[config.mk]
export PLATFORM = sky130hd
export DESIGN_NAME = lom_scan_unit
export DESIGN_NICKNAME = d
export VERILOG_FILES = /design/src/hdl/lom_pkg.sv /design/src/hdl/lom_scan_unit.sv
export SDC_FILE = /design/constraint.sdc
export NUM_CORES = 1
export LEC_CHECK = 0
export ABC_CLOCK_PERIOD_IN_PS = 25400
export BUFFER_PORTS_ARGS = -buffer_cell sky130_fd_sc_hd__buf_2
export CORE_ASPECT_RATIO = 1.75
export CORE_MARGIN = 5
export CORE_UTILIZATION = 44
export CTS_BUF_LIST = sky130_fd_sc_hd__clkbuf_2 sky130_fd_sc_hd__clkbuf_4 sky130_fd_sc_hd__clkbuf_8
export DETAILED_ROUTE_END_ITERATION = 12
export GPL_TIMING_DRIVEN = 0
export PLACE_DENSITY = 0.81
export SYNTH_ARGS = -nofsm -noshare
export SYNTH_HDL_FRONTEND = slang
export SYNTH_SLANG_ARGS = --single-unit
[constraint.sdc]
create_clock -name clk_i -period 25.4 [get_ports clk_i]
set_input_delay 2.54 -clock clk_i [delete_from_list [all_inputs] [get_ports clk_i]]
set_output_delay 2.54 -clock clk_i [all_outputs]
set_load 0.01 [all_outputs]
[src/hdl/lom_pkg.sv]
// package for the limit order matcher: item types, codes, slot record and
// scan unit control struct; no dependencies
package lom_pkg;

  localparam int unsigned OrderSlotsDefault = 256;
  localparam int unsigned CountOutW = 9;
  localparam logic [CountOutW-1:0] CountMax = '1;

  typedef enum logic [1:0] {
    FUNC_BUY    = 2'd0,
    FUNC_SELL   = 2'd1,
    FUNC_CANCEL = 2'd2,
    FUNC_UNUSED = 2'd3   // ignored, only the counts are reported
  } lom_func_e;

  typedef enum logic [1:0] {
    STATUS_ADD_DONE       = 2'd0,
    STATUS_CANCEL_FOUND   = 2'd1,
    STATUS_CANCEL_MISSING = 2'd2,
    STATUS_BOOK_FULL      = 2'd3
  } lom_status_e;

  typedef enum logic [2:0] {
    ST_IDLE,
    ST_SCAN,
    ST_SCAN_END,
    ST_DECIDE,
    ST_RESULT
  } lom_state_e;

  typedef struct packed {
    logic [1:0]  func;
    logic [63:0] order_id;
    logic [31:0] limit_price;
    logic [31:0] order_quantity;
  } lom_in_item_t;

  typedef struct packed {
    logic [1:0]           status;
    logic [31:0]          filled_quantity;
    logic [31:0]          rested_quantity;
    logic [CountOutW-1:0] trade_count;
    logic [CountOutW-1:0] bid_count;
    logic [CountOutW-1:0] ask_count;
  } lom_out_item_t;

  // resting order fields, quantity excluded (kept in its own array)
  typedef struct packed {
    logic        side;     // 1 = sell
    logic [31:0] price;
    logic [63:0] order_id;
    logic [31:0] arrival;
  } lom_slot_rec_t;

  typedef struct packed {
    logic clear;    // start of a new pass
    logic cmp_en;   // compare stage holds a slot
    logic cancel;   // search by id instead of price
    logic sell;     // incoming side
  } lom_scan_ctrl_t;

endpackage

[src/hdl/lom_scan_unit.sv]
// shared compare unit: keeps the best match (or oldest id hit) and the first
// free slot over one pass through the slots; depends on lom_pkg
module lom_scan_unit #(
  parameter int unsigned IdxW = 8
) (
  input  logic                   clk_i,
  input  logic                   rst_ni,
  input  lom_pkg::lom_scan_ctrl_t ctrl_i,
  input  logic [63:0]            order_id_i,
  input  logic [31:0]            limit_i,
  input  logic [31:0]            arrival_now_i,
  input  logic                   slot_valid_i,
  input  logic [IdxW-1:0]        slot_idx_i,
  input  lom_pkg::lom_slot_rec_t slot_rec_i,
  input  logic [31:0]            slot_qty_i,
  output logic                   found_o,
  output logic [IdxW-1:0]        best_idx_o,
  output logic                   best_side_o,
  output logic [31:0]            best_qty_o,
  output logic                   free_found_o,
  output logic [IdxW-1:0]        free_idx_o
);
  import lom_pkg::*;

  logic            found_q, found_d;
  logic [IdxW-1:0] idx_q, idx_d;
  logic            side_q, side_d;
  logic [31:0]     price_q, price_d;
  logic [31:0]     qty_q, qty_d;
  logic [31:0]     arr_q, arr_d;
  logic            free_found_q, free_found_d;
  logic [IdxW-1:0] free_idx_q, free_idx_d;

  logic [31:0] age_slot, age_best;
  logic        eligible, better, take;

  assign age_slot = arrival_now_i - slot_rec_i.arrival;
  assign age_best = arrival_now_i - arr_q;

  always_comb begin
    eligible = 1'b0;
    better   = 1'b0;
    if (ctrl_i.cancel) begin
      eligible = slot_valid_i && (slot_rec_i.order_id == order_id_i);
      better   = age_slot > age_best;
    end else if (ctrl_i.sell) begin
      eligible = slot_valid_i && (slot_rec_i.price != 32'd0) && !slot_rec_i.side &&
                 (slot_rec_i.price >= limit_i);
      better   = (slot_rec_i.price > price_q) ||
                 ((slot_rec_i.price == price_q) && (age_slot > age_best));
    end else begin
      eligible = slot_valid_i && (slot_rec_i.price != 32'd0) && slot_rec_i.side &&
                 (slot_rec_i.price <= limit_i);
      better   = (slot_rec_i.price < price_q) ||
                 ((slot_rec_i.price == price_q) && (age_slot > age_best));
    end
    take = ctrl_i.cmp_en && eligible && (!found_q || better);
  end

  always_comb begin
    found_d      = found_q;
    idx_d        = idx_q;
    side_d       = side_q;
    price_d      = price_q;
    qty_d        = qty_q;
    arr_d        = arr_q;
    free_found_d = free_found_q;
    free_idx_d   = free_idx_q;
    if (ctrl_i.clear) begin
      found_d      = 1'b0;
      free_found_d = 1'b0;
    end else begin
      if (take) begin
        found_d = 1'b1;
        idx_d   = slot_idx_i;
        side_d  = slot_rec_i.side;
        price_d = slot_rec_i.price;
        qty_d   = slot_qty_i;
        arr_d   = slot_rec_i.arrival;
      end
      if (ctrl_i.cmp_en && !slot_valid_i && !free_found_q) begin
        free_found_d = 1'b1;
        free_idx_d   = slot_idx_i;
      end
    end
  end

  always_ff @(posedge clk_i or negedge rst_ni) begin
    if (!rst_ni) begin
      found_q      <= 1'b0;
      free_found_q <= 1'b0;
    end else begin
      found_q      <= found_d;
      free_found_q <= free_found_d;
    end
  end

  always_ff @(posedge clk_i) begin
    idx_q      <= idx_d;
    side_q     <= side_d;
    price_q    <= price_d;
    qty_q      <= qty_d;
    arr_q      <= arr_d;
    free_idx_q <= free_idx_d;
  end

  assign found_o      = found_q;
  assign best_idx_o   = idx_q;
  assign best_side_o  = side_q;
  assign best_qty_o   = qty_q;
  assign free_found_o = free_found_q;
  assign free_idx_o   = free_idx_q;

endmodule

* Word-level counts from Yosys, hierarchy flattened
Index checks and enable logic that the tools add are counted.
Word-level totals: bits in registers 115, output and inout port bits 51, word-level logic and storage cells 49
Operators by class: add/subtract/negate cells 2, $lt $le $gt $ge 5, equal/unequal tests 2, muxes and demuxes 8, bitwise logic cells 1, reduce and logical (&&, ||, !) cells 23
Operator list (count):
- 64-bit == test | 1
- 32-bit > comparator | 2
- 32-bit subtractor | 2
- 32-bit == test | 1
- 32-bit >= comparator | 1
- 32-bit less-or-equal comparator | 1
- 32-bit < comparator | 1
- 32-bit nonzero test | 1
- 1-bit logical AND | 11
- 1-bit two-way mux | 8
- 1-bit logical NOT | 4
- 2-bit AND reduction | 2
- 2-bit nonzero test | 2
- 1-bit logical OR | 3
- 1-bit NOT | 1

* Depth between registers and ports, before layout
depth after elaboration 10, mapped depth 23, depth with buffers taken out 23

* Worst setup path before layout
No wires, ideal clock.
kind input -> register, from input port arrival_now_i[0], to register arr_q[0] (enable), setup time 626 ps, data arrival time 11760 ps, required time 24774 ps, slack 13014 ps, stages on the path 20, path buffers 0, cell sequence inv_1 > ha_1 > inv_1 > fa_1 > a211oi_1 > o21bai_1 > a2111oi_4 > o2111a_2 > o21ai_2 > a31o_4 > a31oi_4 > nor3_1 > a311oi_2 > ha_1 > nand2_1 > or4_1 > nor3_1 > o41a_1 > o32ai_1 > a32oi_1
Between the ends: word-level cells in the longest chain between the ends 9, elaborated cells between the ends (all ways) 11, classes of those cells add/sub: 2; order compare: 1; mux: 2; reduce/logical: 6
Ends and longest elaborated chain:
- start: declaration | line lom_scan_unit.sv:11 | input logic [31:0] arrival_now_i,
- 32-bit subtractor, on equally long branches | line lom_scan_unit.sv:37, lom_scan_unit.sv:38
- 32-bit > comparator (*) | line lom_scan_unit.sv:45, lom_scan_unit.sv:50, lom_scan_unit.sv:55
- 1-bit logical AND | line lom_scan_unit.sv:50, lom_scan_unit.sv:55
- 1-bit logical OR, on equally long branches | line lom_scan_unit.sv:54, lom_scan_unit.sv:49
- 1-bit two-way mux | line lom_scan_unit.sv:46 | end else if (ctrl_i.sell) begin
- 1-bit two-way mux (*) | line lom_scan_unit.sv:43 | if (ctrl_i.cancel) begin
- 1-bit logical OR (*) | line lom_scan_unit.sv:57 | take = ctrl_i.cmp_en && eligible && (!found_q || better);
- 1-bit logical AND (*) | line lom_scan_unit.sv:57
- 2-bit AND reduction (no source line) (*)
- end signal: assignment | line lom_scan_unit.sv:103 | arr_q <= arr_d;
- end: declaration | line lom_scan_unit.sv:30 | logic [31:0] arr_q, arr_d;
Every way passes the cells marked *; elsewhere a longest branch is shown, timed or not. A chain may end at the register's enable or synchronous reset.

* Final worst setup path
from input port arrival_now_i[1], to register qty_q[1], in the netlist best_qty_o[1] (enable)
Between the ends: word-level cells in the longest chain between the ends 9, elaborated cells between the ends (all ways) 11, classes of those cells add/sub: 2; order compare: 1; mux: 2; reduce/logical: 6
Ends and longest elaborated chain:
- 32-bit subtractor, on equally long branches | line lom_scan_unit.sv:37, lom_scan_unit.sv:38
- 32-bit > comparator (*) | line lom_scan_unit.sv:45, lom_scan_unit.sv:50, lom_scan_unit.sv:55
- 1-bit logical AND | line lom_scan_unit.sv:50, lom_scan_unit.sv:55
- 1-bit logical OR, on equally long branches | line lom_scan_unit.sv:54, lom_scan_unit.sv:49
- 1-bit two-way mux | line lom_scan_unit.sv:46
- 1-bit two-way mux (*) | line lom_scan_unit.sv:43
- 1-bit logical OR (*) | line lom_scan_unit.sv:57
- 1-bit logical AND (*) | line lom_scan_unit.sv:57
- 2-bit AND reduction (no source line) (*)
- end signal: assignment | line lom_scan_unit.sv:102 | qty_q <= qty_d;
- end: declaration | line lom_scan_unit.sv:29 | logic [31:0] qty_q, qty_d;
Marks and branches as above.

==> flow_metrics.tcl <==
set metrics [dict create \
    status "finished clean" \
    finalHoldViolations 0 \
    diodes 0 \
    critPathBufInv 4 \
    syn-mean-instance-area_um2 9.74 \
    wl_per_cell_um 17.2 \
    layoutNonFillerInstCount 1707 \
    synth_edf_count 113 \
    dpl.cell_count 1675 \
    io_pins 355 \
    syn_inst 1019 \
    pwr-share-seq 0.397 \
    finalWirelength_mm 29.4 \
    dp.final_hpwl_mm 25.5 \
    fin_skew_ps 19.0 \
    slew_viol_final 0 \
    crit_slowest_cell "or4_1" \
    drv_cap 0 \
    synth_cell_types 70 \
    fin_crit_sh 0.317 \
    setup_viol 0 \
    crit_path_start_kind "input pin" \
    layout_commonest_cell "buf_2" \
    critPathMaxStageDelay_ps 530 \
    clock_sinks 115 \
    ctsHoldBuffers 0 \
    die_x_um 124 \
    rsz0062_at_grt "false" \
    numCtsBuffers 17 \
    fmax_mhz 124 \
    crit_type "in2reg" \
    cts-root-buf "clkbuf_8" \
    post_cts_resize_count 0 \
    fin_util 0.568 \
    grt_overflow 0 \
    tightest_slew_ps 842 \
    crit_top_cell "buf_16" \
    p_switching_mw 0.175 \
    gp_congestion 0.924 \
    worstSetupEndpointType "flop" \
    final_cell_area_mm2 0.0126 \
    switching_share 0.329 \
    yosys.area.top_type_share 0.342 \
    yosys_register_bits 115 \
    hold_ws_ps 548 \
    relSlewSlack 0.434 \
    period_minus_slack_ps 8040 \
    min_path_type "reg2reg" \
    viasPerCell 5.37 \
    cts_max_level 4 \
    dieArea_mm2 0.0258 \
    grt_usage 0.229 \
    grt_max_degree 26 \
    synth_ff_type "edfxtp_1" \
    drtPass1Iterations 5 \
    layout_common_cells "buf_2 (354), inv_1 (165), ha_1 (158), edfxtp_1 (113), a21oi_1 (76)" \
    cts_setup_buffers 0 \
    p_total_mw 0.531 \
    grt_pass1_vias 9665 \
    ir_drop_mv 0.0265 \
    arrival_ps 8220 \
    via_count 9169 \
    synth_area_leader_cell "edfxtp_1" \
    cts_tree "yes" \
    yosys_warnings 0 \
    timing.final.ws_setup_ps 17360 \
    clk_pin_slew_ps 80 \
    row_count 72 \
    yosysSeqAreaShare 0.347 \
    yosys-top-cells-area "edfxtp_1 (34%), ha_1 (20%), inv_1 (6.2%)" \
    p_comb_frac 0.305 \
    postSynth.asyncResetShare 0.0174 \
    critPathTopFamily "compound AO/OA/AOI/OAI gates" \
    cp-startpoint "arrival_now_i[1]" \
    antenna_found_initial 0 \
    fin_setup_tns_ps 0 \
    p_clk_frac 0.298 \
    initial_core_util 0.448 \
    ant_nets 0 \
    r2r_start "arr_q[1]" \
    worstPathMaxFanout 22 \
    ctsLongestPathBuffers 2 \
    min_from "free_found_o" \
    grt_first_pass_wirelength_mm 45.8 \
    io_buffers 354 \
    drt_iter0_markers 325 \
    power_density_mw_per_mm2 42.2 \
    place_ws_ps 16920 \
    p_leak_nw 6.25 \
    drcViolationCount 0 \
    drive_gt1_frac 0.293 \
    nets 1862 \
    p_int_mw 0.356 \
    areaGrowthSynthToFinish_pct 26.8 \
    syn_area_mm2 0.00992 \
    coreArea_mm2 0.0222 \
    die_h_um 209 \
    synth_nets 1483 \
    crit_required_ps 25580 \
    clk_latency_ps 480 \
    path_cells "buf_2 > ha_1 > nor2b_1 > o31ai_1 > a31oi_1 > a31oi_1 > o311ai_2 > a21boi_1 > o21a_1 > nor3_1 > or3b_1 > ha_1 > nand4_1 > or4_1 > nor3_1 > o41a_1 > o32ai_1 > a32oi_4 > buf_16 > buf_16 > buf_16" \
    dpl_cell_area_mm2 0.0122 \
]
synthesized netlist by cell type (2+ instances only):
| cell | count |
|---|---|
| o21ai_1 | 5 |
| xor2_1 | 51 |
| nor4_1 | 22 |
| a21o_1 | 47 |
| or3_1 | 4 |
| fa_1 | 2 |
| and3_4 | 2 |
| a21oi_1 | 76 |
| a31o_1 | 3 |
| and2_1 | 2 |
| o22ai_1 | 9 |
| o21bai_1 | 8 |
| o31ai_1 | 5 |
| inv_1 | 165 |
| nor2_1 | 40 |
| a22oi_1 | 2 |
| nand3b_1 | 2 |
| a211oi_1 | 5 |
| nand3_1 | 13 |
| and4_1 | 3 |
| ha_1 | 158 |
| or2_2 | 4 |
| nor2b_1 | 14 |
| dfrtp_1 | 2 |
| a31oi_1 | 8 |
| edfxtp_1 | 113 |
| nand2b_1 | 13 |
| o2bb2ai_1 | 4 |
| xnor2_1 | 46 |
| a221oi_1 | 6 |
| o211ai_1 | 8 |
| a21boi_0 | 2 |
| nand4_1 | 30 |
| and3_1 | 11 |
| a32oi_1 | 2 |
| o21a_1 | 14 |
| a21boi_1 | 2 |
| nand2_1 | 27 |
| nor3_1 | 18 |
| o21ai_0 | 41 |
layout make-up:
| type | count | area [µm²] |
|---|---|---|
| plain buffers | 1 | 7.51 |
| clock buffers | 17 | 234 |
| clock inverters | 15 | 124 |
| fillers | 2021 | 9580 |
| inverters | 165 | 619 |
| multi-input cells | 738 | 5880 |
| flip-flops and latches | 115 | 3440 |
| well taps | 296 | 370 |
| repair buffers | 360 | 1910 |
cells by family after synthesis:
kind of cell | count (synthesis) | share of synthesized area
compound gates | 271 | 0.187
simple gates | 210 | 0.114
xor+xnor | 97 | 0.0856
buf+inv | 166 | 0.0632
fa+ha+maj | 160 | 0.203
flops | 115 | 0.347
worst reg2reg max path, stage by stage (launching register included):
cell and delay [ps]:
edfxtp_1 380, inv_1 110, ha_1 230, nor2b_1 140, o31ai_1 400, a21oi_1 260, a41oi_2 410, o211a_1 240
o21ai_1 110, a31o_1 270, a2111oi_2 380, nor3_1 130, ha_1 300, nand4_1 110, or4_1 530, nor3_1 420
o41a_1 250, o32ai_1 160, a32oi_4 470, buf_16 240, buf_16 190, buf_16 180
routing by layer:
layer  vias to the layer above  share of wire  global-route usage
li1                       4495              -                   -
met1                      4196           0.32               0.208
met2                       387           0.57               0.446
met3                        91          0.064              0.0484
met4                         0          0.049               0.130
met5                         -              0                   0
worst paths after layout:
path	slack [ps]	cells after the start	to
max in group asynchronous	23460	1	found_o
max reg2reg	19190	21	best_qty_o[1]
max	17360	21	best_qty_o[1]
min	550	2	free_found_o
min reg2reg	550	2	free_found_o
min in group asynchronous	1850	1	free_found_o
sequential cells by signal, indices dropped and copies added, names as in the netlist:
register	flops
found_o	1
best_side_o	1
best_qty_o	32
free_idx_o	8
price_q	32
best_idx_o	8
free_found_o	1
arr_q	32
power groups by stage:
stage	registers [mW]	logic, mW	clock network, mW
global route	0.211	0.183	0.171
detailed placement	0.215	0.161	0
global placement	0.216	0.154	0
finish	0.211	0.162	0.158
CTS	0.211	0.162	0.163
floorplan	0.216	0.101	0
Power figures use the tool's default switching activity.
